==> config.mk <==
export PLATFORM = sky130hd
export DESIGN_NAME = terminal_escape_utf8_parser_core
export DESIGN_NICKNAME = d
export VERILOG_FILES = /design/src/rtl/core/teup_pkg.sv /design/src/rtl/core/terminal_escape_utf8_parser_core.sv
export SDC_FILE = /design/constraint.sdc
export NUM_CORES = 1
export LEC_CHECK = 0
export BUFFER_PORTS_ARGS = -buffer_cell sky130_fd_sc_hd__buf_2
export CORE_AREA = 2 2 209 211
export DETAILED_ROUTE_END_ITERATION = 6
export DIE_AREA = 0 0 211 213
export GPL_ROUTABILITY_DRIVEN = 0
export PLACE_DENSITY = 0.86
export SYNTH_ARGS = -nofsm -noshare
export SYNTH_HDL_FRONTEND = slang
export SYNTH_SLANG_ARGS = --single-unit
export TNS_END_PERCENT = 50
==> constraint.sdc <==
create_clock -name clk_i -period 10.94 [get_ports clk_i]
set_input_delay 0.547 -clock clk_i [delete_from_list [all_inputs] [get_ports clk_i]]
set_output_delay 0.547 -clock clk_i [all_outputs]
set_load 0.05 [all_outputs]
==> src/rtl/core/teup_pkg.sv <==
// types and constants of the terminal escape and utf-8 parser
// no dependencies; imported by terminal_escape_utf8_parser_core
`default_nettype none

package teup_pkg;

  typedef enum logic [2:0] {
    ModeGround,
    ModeEsc,
    ModeCsi,
    ModeCsiSkip,
    ModeOsc,
    ModeOscEsc,
    ModeOscSkip,
    ModeOscSkipEsc
  } mode_e;

  localparam logic [3:0] KindPrint   = 4'd0;
  localparam logic [3:0] KindCr      = 4'd1;
  localparam logic [3:0] KindLf      = 4'd2;
  localparam logic [3:0] KindBs      = 4'd3;
  localparam logic [3:0] KindTab     = 4'd4;
  localparam logic [3:0] KindEscape  = 4'd5;
  localparam logic [3:0] KindCsi     = 4'd6;
  localparam logic [3:0] KindOsc     = 4'd7;
  localparam logic [3:0] KindUnknown = 4'd8;
  localparam logic [3:0] KindPayload = 4'd9;

  localparam logic [1:0] ClsCsiOverflow = 2'd0;
  localparam logic [1:0] ClsOscOverflow = 2'd1;
  localparam logic [1:0] ClsBadUtf8     = 2'd2;

  localparam logic [7:0]  EscByte     = 8'h1b;
  localparam logic [7:0]  BelByte     = 8'h07;
  localparam logic [7:0]  CsiOpen     = 8'h5b;
  localparam logic [7:0]  OscOpen     = 8'h5d;
  localparam logic [7:0]  StByte      = 8'h5c;
  localparam logic [20:0] Replacement = 21'h00fffd;

  typedef struct packed {
    logic [3:0]  kind;
    logic [20:0] cp;
    logic [7:0]  fin;
    logic [1:0]  cls;
    logic [15:0] len;
    logic [7:0]  pv;
    logic        last;
  } item_t;

  typedef struct packed {
    logic        to_esc;
    logic        emit;
    logic [3:0]  kind;
    logic [20:0] cp;
    logic        bad;
    logic        set_pend;
    logic [1:0]  pend;
    logic [20:0] partial;
  } gb_t;

endpackage

`default_nettype wire

==> src/rtl/core/terminal_escape_utf8_parser_core.sv <==
// terminal byte stream parser: ground text with utf-8, escape, csi and osc
// sequences; payload bytes sit in a one-port synchronous store
// depends on teup_pkg
`default_nettype none

// Takes one byte per item and returns its result items, one per cycle while the
// output is not stalled, through a four-entry output queue. A byte that causes
// zero or one item is taken every cycle while the queue has room; a byte that
// causes more items holds the input until the item issue sequencer issues its
// last item. A closing csi or osc byte sends each buffered payload byte as its
// own item, one per cycle from the payload store read port while the queue has
// room, then the operation item with last_of_run set. There is no clearing pass
// after reset: only payload entries written since the sequence opened are read.
module terminal_escape_utf8_parser_core #(
  parameter int CSI_MAX_BYTES = 32,
  parameter int OSC_MAX_BYTES = 32
) (
  input  wire logic        clk_i,
  input  wire logic        rst_ni,
  input  wire logic        in_valid_i,
  output logic             in_stall_o,
  input  wire logic [7:0]  data_byte_i,
  output logic             out_valid_o,
  input  wire logic        out_stall_i,
  output logic [3:0]       item_kind_o,
  output logic [20:0]      code_point_o,
  output logic [7:0]       final_code_o,
  output logic [1:0]       unknown_class_o,
  output logic [15:0]      discard_length_o,
  output logic [7:0]       payload_value_o,
  output logic             last_of_run_o
);
  import teup_pkg::*;

  localparam int Depth = (CSI_MAX_BYTES > OSC_MAX_BYTES) ? CSI_MAX_BYTES : OSC_MAX_BYTES;
  localparam int AW = (Depth > 1) ? $clog2(Depth) : 1;
  localparam logic [5:0] CsiMax = 6'(CSI_MAX_BYTES);
  localparam logic [5:0] OscMax = 6'(OSC_MAX_BYTES);

  function automatic gb_t ground_byte(input logic [7:0] b);
    gb_t g;
    g = '0;
    if (b == EscByte) begin
      g.to_esc = 1'b1;
    end else if (b == 8'h0d) begin
      g.emit = 1'b1;
      g.kind = KindCr;
    end else if (b == 8'h0a) begin
      g.emit = 1'b1;
      g.kind = KindLf;
    end else if (b == 8'h08) begin
      g.emit = 1'b1;
      g.kind = KindBs;
    end else if (b == 8'h09) begin
      g.emit = 1'b1;
      g.kind = KindTab;
    end else if (b >= 8'h20 && b < 8'h7f) begin
      g.emit = 1'b1;
      g.kind = KindPrint;
      g.cp = {13'd0, b};
    end else if (b >= 8'hc2 && b <= 8'hdf) begin
      g.set_pend = 1'b1;
      g.pend = 2'd1;
      g.partial = {16'd0, b[4:0]};
    end else if (b >= 8'he0 && b <= 8'hef) begin
      g.set_pend = 1'b1;
      g.pend = 2'd2;
      g.partial = {17'd0, b[3:0]};
    end else if (b >= 8'hf0 && b <= 8'hf4) begin
      g.set_pend = 1'b1;
      g.pend = 2'd3;
      g.partial = {18'd0, b[2:0]};
    end else if (b >= 8'h80) begin
      g.bad = 1'b1;
    end
    return g;
  endfunction

  function automatic logic [5:0] cnt_add1(input logic [5:0] v);
    return v + 6'd1;
  endfunction

  // parser state
  mode_e       mode_q, mode_d;
  logic [5:0]  cnt_q, cnt_d;
  logic [15:0] skip_q, skip_d;
  logic [1:0]  pend_q, pend_d;
  logic [20:0] part_q, part_d;

  // payload store
  logic [7:0]    mem [Depth];
  logic          wr_en;
  logic [AW-1:0] wr_addr;
  logic [7:0]    wr_data;
  logic          rd_en;
  logic [7:0]    rdata_q;

  // job of the last accepted byte
  logic [1:0] pairs_q, pairs_d, nj_pairs;
  logic       half_q, half_d;
  logic [5:0] idx_q, idx_d;
  logic [5:0] n_q, n_d, nj_n;
  logic       tail_v_q, tail_v_d, nj_tail_v;
  item_t      tail_q, tail_d, nj_tail;

  // issue stage and output queue
  logic       s1_valid_q;
  logic       s1_mem_q;
  item_t      s1_q;
  logic       issue, issue_last, issue_mem, busy, room;
  item_t      issue_item;
  item_t      fifo_q [4];
  logic [1:0] wptr_q, rptr_q;
  logic [2:0] fcnt_q;
  logic       push, pop;
  item_t      push_item;

  logic        accept;
  gb_t         g;
  logic [20:0] part_n;
  logic [15:0] skip_inc;
  logic [5:0]  cnt_p1;

  assign busy = (pairs_q != 2'd0) || (idx_q != n_q) || tail_v_q;
  assign room = (fcnt_q + {2'd0, s1_valid_q}) <= 3'd3;
  assign issue = busy && room;
  assign in_stall_o = busy && !(issue && issue_last);
  assign accept = in_valid_i && !in_stall_o;

  assign part_n   = {part_q[14:0], data_byte_i[5:0]};
  assign skip_inc = (skip_q == 16'hffff) ? skip_q : skip_q + 16'd1;
  assign cnt_p1   = cnt_q + 6'd1;

  // next parser state and job
  always_comb begin
    mode_d    = mode_q;
    cnt_d     = cnt_q;
    skip_d    = skip_q;
    pend_d    = pend_q;
    part_d    = part_q;
    wr_en     = 1'b0;
    wr_addr   = cnt_q[AW-1:0];
    wr_data   = data_byte_i;
    nj_pairs  = 2'd0;
    nj_n      = 6'd0;
    nj_tail_v = 1'b0;
    nj_tail   = '0;
    g         = ground_byte(data_byte_i);
    case (mode_q)
      ModeGround: begin
        if (pend_q != 2'd0 && data_byte_i[7:6] == 2'b10) begin
          pend_d = pend_q - 2'd1;
          part_d = part_n;
          if (pend_q == 2'd1) begin
            nj_tail_v    = 1'b1;
            nj_tail.kind = KindPrint;
            nj_tail.cp   = part_n;
            part_d       = '0;
          end
        end else begin
          if (pend_q != 2'd0) begin
            nj_pairs = 2'd1;
            pend_d   = 2'd0;
            part_d   = '0;
          end
          if (g.bad) begin
            nj_pairs = nj_pairs + 2'd1;
          end
          if (g.emit) begin
            nj_tail_v    = 1'b1;
            nj_tail.kind = g.kind;
            nj_tail.cp   = g.cp;
          end
          if (g.to_esc) begin
            mode_d = ModeEsc;
          end
          if (g.set_pend) begin
            pend_d = g.pend;
            part_d = g.partial;
          end
        end
      end
      ModeEsc: begin
        if (data_byte_i == CsiOpen) begin
          cnt_d  = '0;
          mode_d = ModeCsi;
        end else if (data_byte_i == OscOpen) begin
          cnt_d  = '0;
          mode_d = ModeOsc;
        end else begin
          nj_tail_v    = 1'b1;
          nj_tail.kind = KindEscape;
          nj_tail.fin  = data_byte_i;
          mode_d       = ModeGround;
          skip_d       = '0;
        end
      end
      ModeCsi: begin
        if (data_byte_i >= 8'h40 && data_byte_i <= 8'h7e) begin
          nj_n         = cnt_q;
          nj_tail_v    = 1'b1;
          nj_tail.kind = KindCsi;
          nj_tail.fin  = data_byte_i;
          cnt_d        = '0;
          mode_d       = ModeGround;
          skip_d       = '0;
        end else if (cnt_q >= CsiMax) begin
          skip_d = {10'd0, cnt_p1};
          cnt_d  = '0;
          mode_d = ModeCsiSkip;
        end else begin
          wr_en = 1'b1;
          cnt_d = cnt_p1;
        end
      end
      ModeCsiSkip: begin
        skip_d = skip_inc;
        if (data_byte_i >= 8'h40 && data_byte_i <= 8'h7e) begin
          nj_tail_v    = 1'b1;
          nj_tail.kind = KindUnknown;
          nj_tail.fin  = data_byte_i;
          nj_tail.cls  = ClsCsiOverflow;
          nj_tail.len  = skip_inc;
          mode_d       = ModeGround;
          skip_d       = '0;
        end
      end
      ModeOsc: begin
        if (data_byte_i == BelByte) begin
          nj_n         = cnt_q;
          nj_tail_v    = 1'b1;
          nj_tail.kind = KindOsc;
          cnt_d        = '0;
          mode_d       = ModeGround;
          skip_d       = '0;
        end else if (data_byte_i == EscByte) begin
          // park esc past the fill mark; it only counts if the next byte keeps it
          wr_en   = cnt_q < OscMax;
          wr_data = EscByte;
          mode_d  = ModeOscEsc;
        end else if (cnt_q >= OscMax) begin
          skip_d = {10'd0, cnt_p1};
          cnt_d  = '0;
          mode_d = ModeOscSkip;
        end else begin
          wr_en = 1'b1;
          cnt_d = cnt_p1;
        end
      end
      ModeOscEsc: begin
        if (data_byte_i == StByte) begin
          nj_n         = cnt_q;
          nj_tail_v    = 1'b1;
          nj_tail.kind = KindOsc;
          cnt_d        = '0;
          mode_d       = ModeGround;
          skip_d       = '0;
        end else if (cnt_p1 >= OscMax) begin
          skip_d = {10'd0, cnt_q} + 16'd2;
          cnt_d  = '0;
          mode_d = ModeOscSkip;
        end else begin
          wr_en   = 1'b1;
          wr_addr = cnt_p1[AW-1:0];
          cnt_d   = cnt_q + 6'd2;
          mode_d  = ModeOsc;
        end
      end
      ModeOscSkip: begin
        skip_d = skip_inc;
        if (data_byte_i == BelByte) begin
          nj_tail_v    = 1'b1;
          nj_tail.kind = KindUnknown;
          nj_tail.cls  = ClsOscOverflow;
          nj_tail.len  = skip_inc;
          mode_d       = ModeGround;
          skip_d       = '0;
        end else if (data_byte_i == EscByte) begin
          mode_d = ModeOscSkipEsc;
        end
      end
      ModeOscSkipEsc: begin
        skip_d = skip_inc;
        if (data_byte_i == StByte) begin
          nj_tail_v    = 1'b1;
          nj_tail.kind = KindUnknown;
          nj_tail.cls  = ClsOscOverflow;
          nj_tail.len  = skip_inc;
          mode_d       = ModeGround;
          skip_d       = '0;
        end else begin
          mode_d = ModeOscSkip;
        end
      end
      default: begin
        mode_d = ModeGround;
      end
    endcase
  end

  always_ff @(posedge clk_i or negedge rst_ni) begin
    if (!rst_ni) begin
      mode_q <= ModeGround;
      cnt_q  <= '0;
      skip_q <= '0;
      pend_q <= '0;
      part_q <= '0;
    end else if (accept) begin
      mode_q <= mode_d;
      cnt_q  <= cnt_d;
      skip_q <= skip_d;
      pend_q <= pend_d;
      part_q <= part_d;
    end
  end

  always_ff @(posedge clk_i) begin
    if (accept && wr_en) begin
      mem[wr_addr] <= wr_data;
    end
    if (rd_en) begin
      rdata_q <= mem[idx_q[AW-1:0]];
    end
  end

  // issue sequencer: bad utf-8 pairs, then payload bytes, then the closing item
  always_comb begin
    pairs_d    = pairs_q;
    half_d     = half_q;
    idx_d      = idx_q;
    n_d        = n_q;
    tail_v_d   = tail_v_q;
    tail_d     = tail_q;
    issue_item = '0;
    issue_last = 1'b0;
    issue_mem  = 1'b0;
    rd_en      = 1'b0;
    if (pairs_q != 2'd0) begin
      if (!half_q) begin
        issue_item.kind = KindUnknown;
        issue_item.cls  = ClsBadUtf8;
        issue_item.len  = 16'd1;
      end else begin
        issue_item.kind = KindPrint;
        issue_item.cp   = Replacement;
        issue_last      = (pairs_q == 2'd1) && (idx_q == n_q) && !tail_v_q;
      end
      if (issue) begin
        half_d = !half_q;
        if (half_q) begin
          pairs_d = pairs_q - 2'd1;
        end
      end
    end else if (idx_q != n_q) begin
      issue_item.kind = KindPayload;
      issue_mem       = 1'b1;
      issue_last      = (cnt_add1(idx_q) == n_q) && !tail_v_q;
      rd_en           = issue;
      if (issue) begin
        idx_d = idx_q + 6'd1;
      end
    end else begin
      issue_item = tail_q;
      issue_last = 1'b1;
      if (issue) begin
        tail_v_d = 1'b0;
      end
    end
    issue_item.last = issue_last;
    if (accept) begin
      pairs_d  = nj_pairs;
      half_d   = 1'b0;
      idx_d    = '0;
      n_d      = nj_n;
      tail_v_d = nj_tail_v;
      tail_d   = nj_tail;
    end
  end

  always_ff @(posedge clk_i or negedge rst_ni) begin
    if (!rst_ni) begin
      pairs_q  <= '0;
      half_q   <= 1'b0;
      idx_q    <= '0;
      n_q      <= '0;
      tail_v_q <= 1'b0;
    end else begin
      pairs_q  <= pairs_d;
      half_q   <= half_d;
      idx_q    <= idx_d;
      n_q      <= n_d;
      tail_v_q <= tail_v_d;
    end
  end

  always_ff @(posedge clk_i) begin
    tail_q <= tail_d;
    if (issue) begin
      s1_q     <= issue_item;
      s1_mem_q <= issue_mem;
    end
  end

  always_ff @(posedge clk_i or negedge rst_ni) begin
    if (!rst_ni) begin
      s1_valid_q <= 1'b0;
    end else begin
      s1_valid_q <= issue;
    end
  end

  // output queue
  always_comb begin
    push_item = s1_q;
    if (s1_mem_q) begin
      push_item.pv = rdata_q;
    end
  end

  assign push = s1_valid_q;
  assign pop  = out_valid_o && !out_stall_i;

  always_ff @(posedge clk_i) begin
    if (push) begin
      fifo_q[wptr_q] <= push_item;
    end
  end

  always_ff @(posedge clk_i or negedge rst_ni) begin
    if (!rst_ni) begin
      wptr_q <= '0;
      rptr_q <= '0;
      fcnt_q <= '0;
    end else begin
      if (push) begin
        wptr_q <= wptr_q + 2'd1;
      end
      if (pop) begin
        rptr_q <= rptr_q + 2'd1;
      end
      fcnt_q <= fcnt_q + {2'd0, push} - {2'd0, pop};
    end
  end

  assign out_valid_o      = fcnt_q != 3'd0;
  assign item_kind_o      = fifo_q[rptr_q].kind;
  assign code_point_o     = fifo_q[rptr_q].cp;
  assign final_code_o     = fifo_q[rptr_q].fin;
  assign unknown_class_o  = fifo_q[rptr_q].cls;
  assign discard_length_o = fifo_q[rptr_q].len;
  assign payload_value_o  = fifo_q[rptr_q].pv;
  assign last_of_run_o    = fifo_q[rptr_q].last;

endmodule

`default_nettype wire

==> flow_metrics.env <==
export IMPL_synth_avg_cell_area_sq_um=17.3
export IMPL_syn_area_sq_mm=0.0276
export IMPL_total_power_mw=8.66
export IMPL_overflow=0
export IMPL_slew_viol_final=0
export IMPL_syn_inst=1595
export IMPL_fmax_mhz=200
export IMPL_grt_pass1_vias=15600
export IMPL_setup_slack_ns=5.94
export IMPL_cts_root_buffer="clkbuf_16"
export IMPL_synth_top_cell_area_share_pct=66.1
export IMPL_cts_tree="yes"
export IMPL_cts_buffers=67
export IMPL_vias=15700
export IMPL_skew_ns=0.0193
export IMPL_antenna_found_initial=3
export IMPL_finalCriticalPeriod_ns=5.00
export IMPL_synth_nets=1625
export IMPL_utilization_pct=72.0
export IMPL_synth_area_leaders="edfxtp_1 66%, mux4_2 9.5%, dfrtp_1 6.0%, and2_1 1.7%, mux2i_1 1.4%"
export IMPL_path_class="reg -> out"
export IMPL_p_per_area_mw_per_mm2=282
export IMPL_layout_nets=1695
export IMPL_clock_latency_ns=0.60
export IMPL_crit_path_start_kind="flop"
export IMPL_holdBufCountCts=0
export IMPL_synth_top_area_cell="edfxtp_1"
export IMPL_synth_most_common_cell="edfxtp_1"
export IMPL_num_rows=76
export IMPL_yosys_warnings=0
export IMPL_avgViaCountPerCell=6.90
export IMPL_cap_violations=0
export IMPL_synth_async_reset_ratio_pct=9.81
export IMPL_post_cts_buffers=0
export IMPL_port_buffers=73
export IMPL_tns_ns=0
export IMPL_worst_ep_required_time_ns=10.39
export IMPL_peakVddDrop_uv=193
export IMPL_synthToLayoutAreaGrowth_pct=11.4
export IMPL_synthTopCellsByCount="607 x edfxtp_1, 116 x mux4_2, 90 x nor2_1"
export IMPL_fp_dieW_um=211
export IMPL_whs_ns=0.128
export IMPL_rsz0062_at_grt="no"
export IMPL_cp_slowest_stage_delay_ns=1.05
export IMPL_yosysSeqAreaShare_pct=72.1
export IMPL_status="finished clean"
export IMPL_drive_gt1_share_pct=19.4
export IMPL_hold_violations=0
export IMPL_crit_chain="xor2_1 -> or4_1 -> nor3_2 -> buf_4 -> o22ai_1 -> buf_2"
export IMPL_clkTransAtPathRegs_ns=0.06
export IMPL_clk_path_buf_depth=3
export IMPL_cts_resized=0
export IMPL_cts_sinks=673
export IMPL_worst_path_max_delay_cell="dfrtp_1"
export IMPL_grt_usage_pct=29.4
export IMPL_grt_pass1_wl_um=97100
export IMPL_p_leak_nw=10.5
export IMPL_dieArea_sq_mm=0.0449
export IMPL_tightest_slew_ns=1.27
export IMPL_slew_headroom_pct=15.6
export IMPL_synth_flop_cell="edfxtp_1"
export IMPL_grt_max_degree=67
export IMPL_initial_core_util_pct=64.6
export IMPL_htreeDepth=3
export IMPL_drtIter0Drc=2197
export IMPL_drtAntennaViolNets=0
export IMPL_drtPass1Iterations=7
export IMPL_drt_wirelength_per_cell_um=28.2
export IMPL_ios=74
export IMPL_synth_cell_types=78
export IMPL_design_core_area_sq_mm=0.0427
export IMPL_ys_seq_elements=673
export IMPL_place_hpwl_um=35300
export IMPL_place_ws_ns=6.44
export IMPL_crit_arrival_ns=4.45
export IMPL_synth_edf_count=607
export IMPL_final_setup_viol_count=0
export IMPL_fin_crit_sh_pct=45.7
export IMPL_remaining_drc_errors=0
export IMPL_hp_class="in -> async"
export IMPL_die_h_um=213
export IMPL_totalWireLength_um=63900
export IMPL_endpoint_kind="primary output"
export IMPL_cp_max_fo=34
-- per-layer routing --
layer  wire, um  vias to the layer above  share of wire (%)  global-route usage, %
met3       5650                      203                8.8                   4.94
met5          0                        -                  0                      0
li1           -                     6506                  -                      -
met2      32900                     1080                 51                   50.3
met4       2520                        0                3.9                   11.4
met1      22900                     7862                 36                   38.4
-- worst paths after layout --
path	slack (ns)	depth (start not counted)	endpoint	startpoint
max in group asynchronous	10.08	2	rptr_q[0]	rst_ni
worst max-delay path	5.94	6	in_stall_o	idx_q[3]
min in group clk_i	0.32	3	rptr_q[0]	out_stall_i
worst min register to register	0.51	1	part_q[14]	part_q[14]
worst max register to register	6.55	7	mem[1][2]	idx_q[1]
worst min-delay path	0.13	2	skip_q[9]	rst_ni
-- state kept, by name, summed over array words and instances, names as in the netlist, 8 cells and up --
| signal | count |
|---|---|
| push_item | 52 |
| part_q | 15 |
| rdata_q | 8 |
| fifo_q | 240 |
| tail_q | 50 |
| skip_q | 16 |
| mem | 256 |
-- critical path, delay by kind of cell, from the launching register on --
| family | cells | cell delay (ns) |
|---|---|---|
| simple gates | 2 | 1.68 |
| buf+inv | 2 | 0.72 |
| xor+xnor | 1 | 0.24 |
| flops | 1 | 1.05 |
| compound gates | 1 | 0.16 |
-- cell usage in the layout (no fill, tap or decap), types with 9 or more instances in the layout --
cell,count
a22o_1,21
o21ai_0,31
a21boi_0,12
nand2_1,54
xnor2_1,26
buf_2,73
dfrtp_1,62
and2_1,70
o31ai_1,16
o22ai_1,17
mux4_2,116
a21oi_1,20
xor2_1,19
mux2i_1,38
ha_1,18
inv_1,30
edfxtp_1,607
nor3_1,24
clkbuf_1,13
clkinv_1,10
a21o_1,19
nor2_1,90
a31oi_1,9
nand3_1,29
o221ai_1,17
clkinv_2,9
bufinv_16,11
clkbuf_16,69
buf_4,18
or3_1,9
-- area by class of cell --
cell class / instances / area (sq um)
sequential: 673 / 19900
clock buffer: 85 / 1820
multi-input combinational: 800 / 7220
timing repair buffer: 91 / 500
antenna: 3 / 7.51
fill: 2374 / 12000
inverter: 32 / 120
tap: 546 / 683
clock inverter: 38 / 495
-- power breakdown --
part | internal [mW] | switching (mW)
logic | 0.815 | 1.58
clock network | 1.45 | 0.972
registers | 3.48 | 0.371
-- stage by stage --
step,std cells,instance area [sq um]
2_1_floorplan,1595,27600
3_3_place_gp,2142,28400
3_5_place_dp,2142,28400
4_1_cts,2265,30700
5_1_grt,2268,30700
6_report,2268,30700
-- cell families after synthesis --
logic type                 share of synthesized area [%]
AOI/OAI and AO/OA                                   6.19
xor gates and xnor gates                            1.43
adders and majority gates                          0.817
buffers and inverters                               1.81
DFF                                                 72.1
muxes                                               11.1
and+or+nand+nor                                     6.62
(Power assumes the default switching activity.)
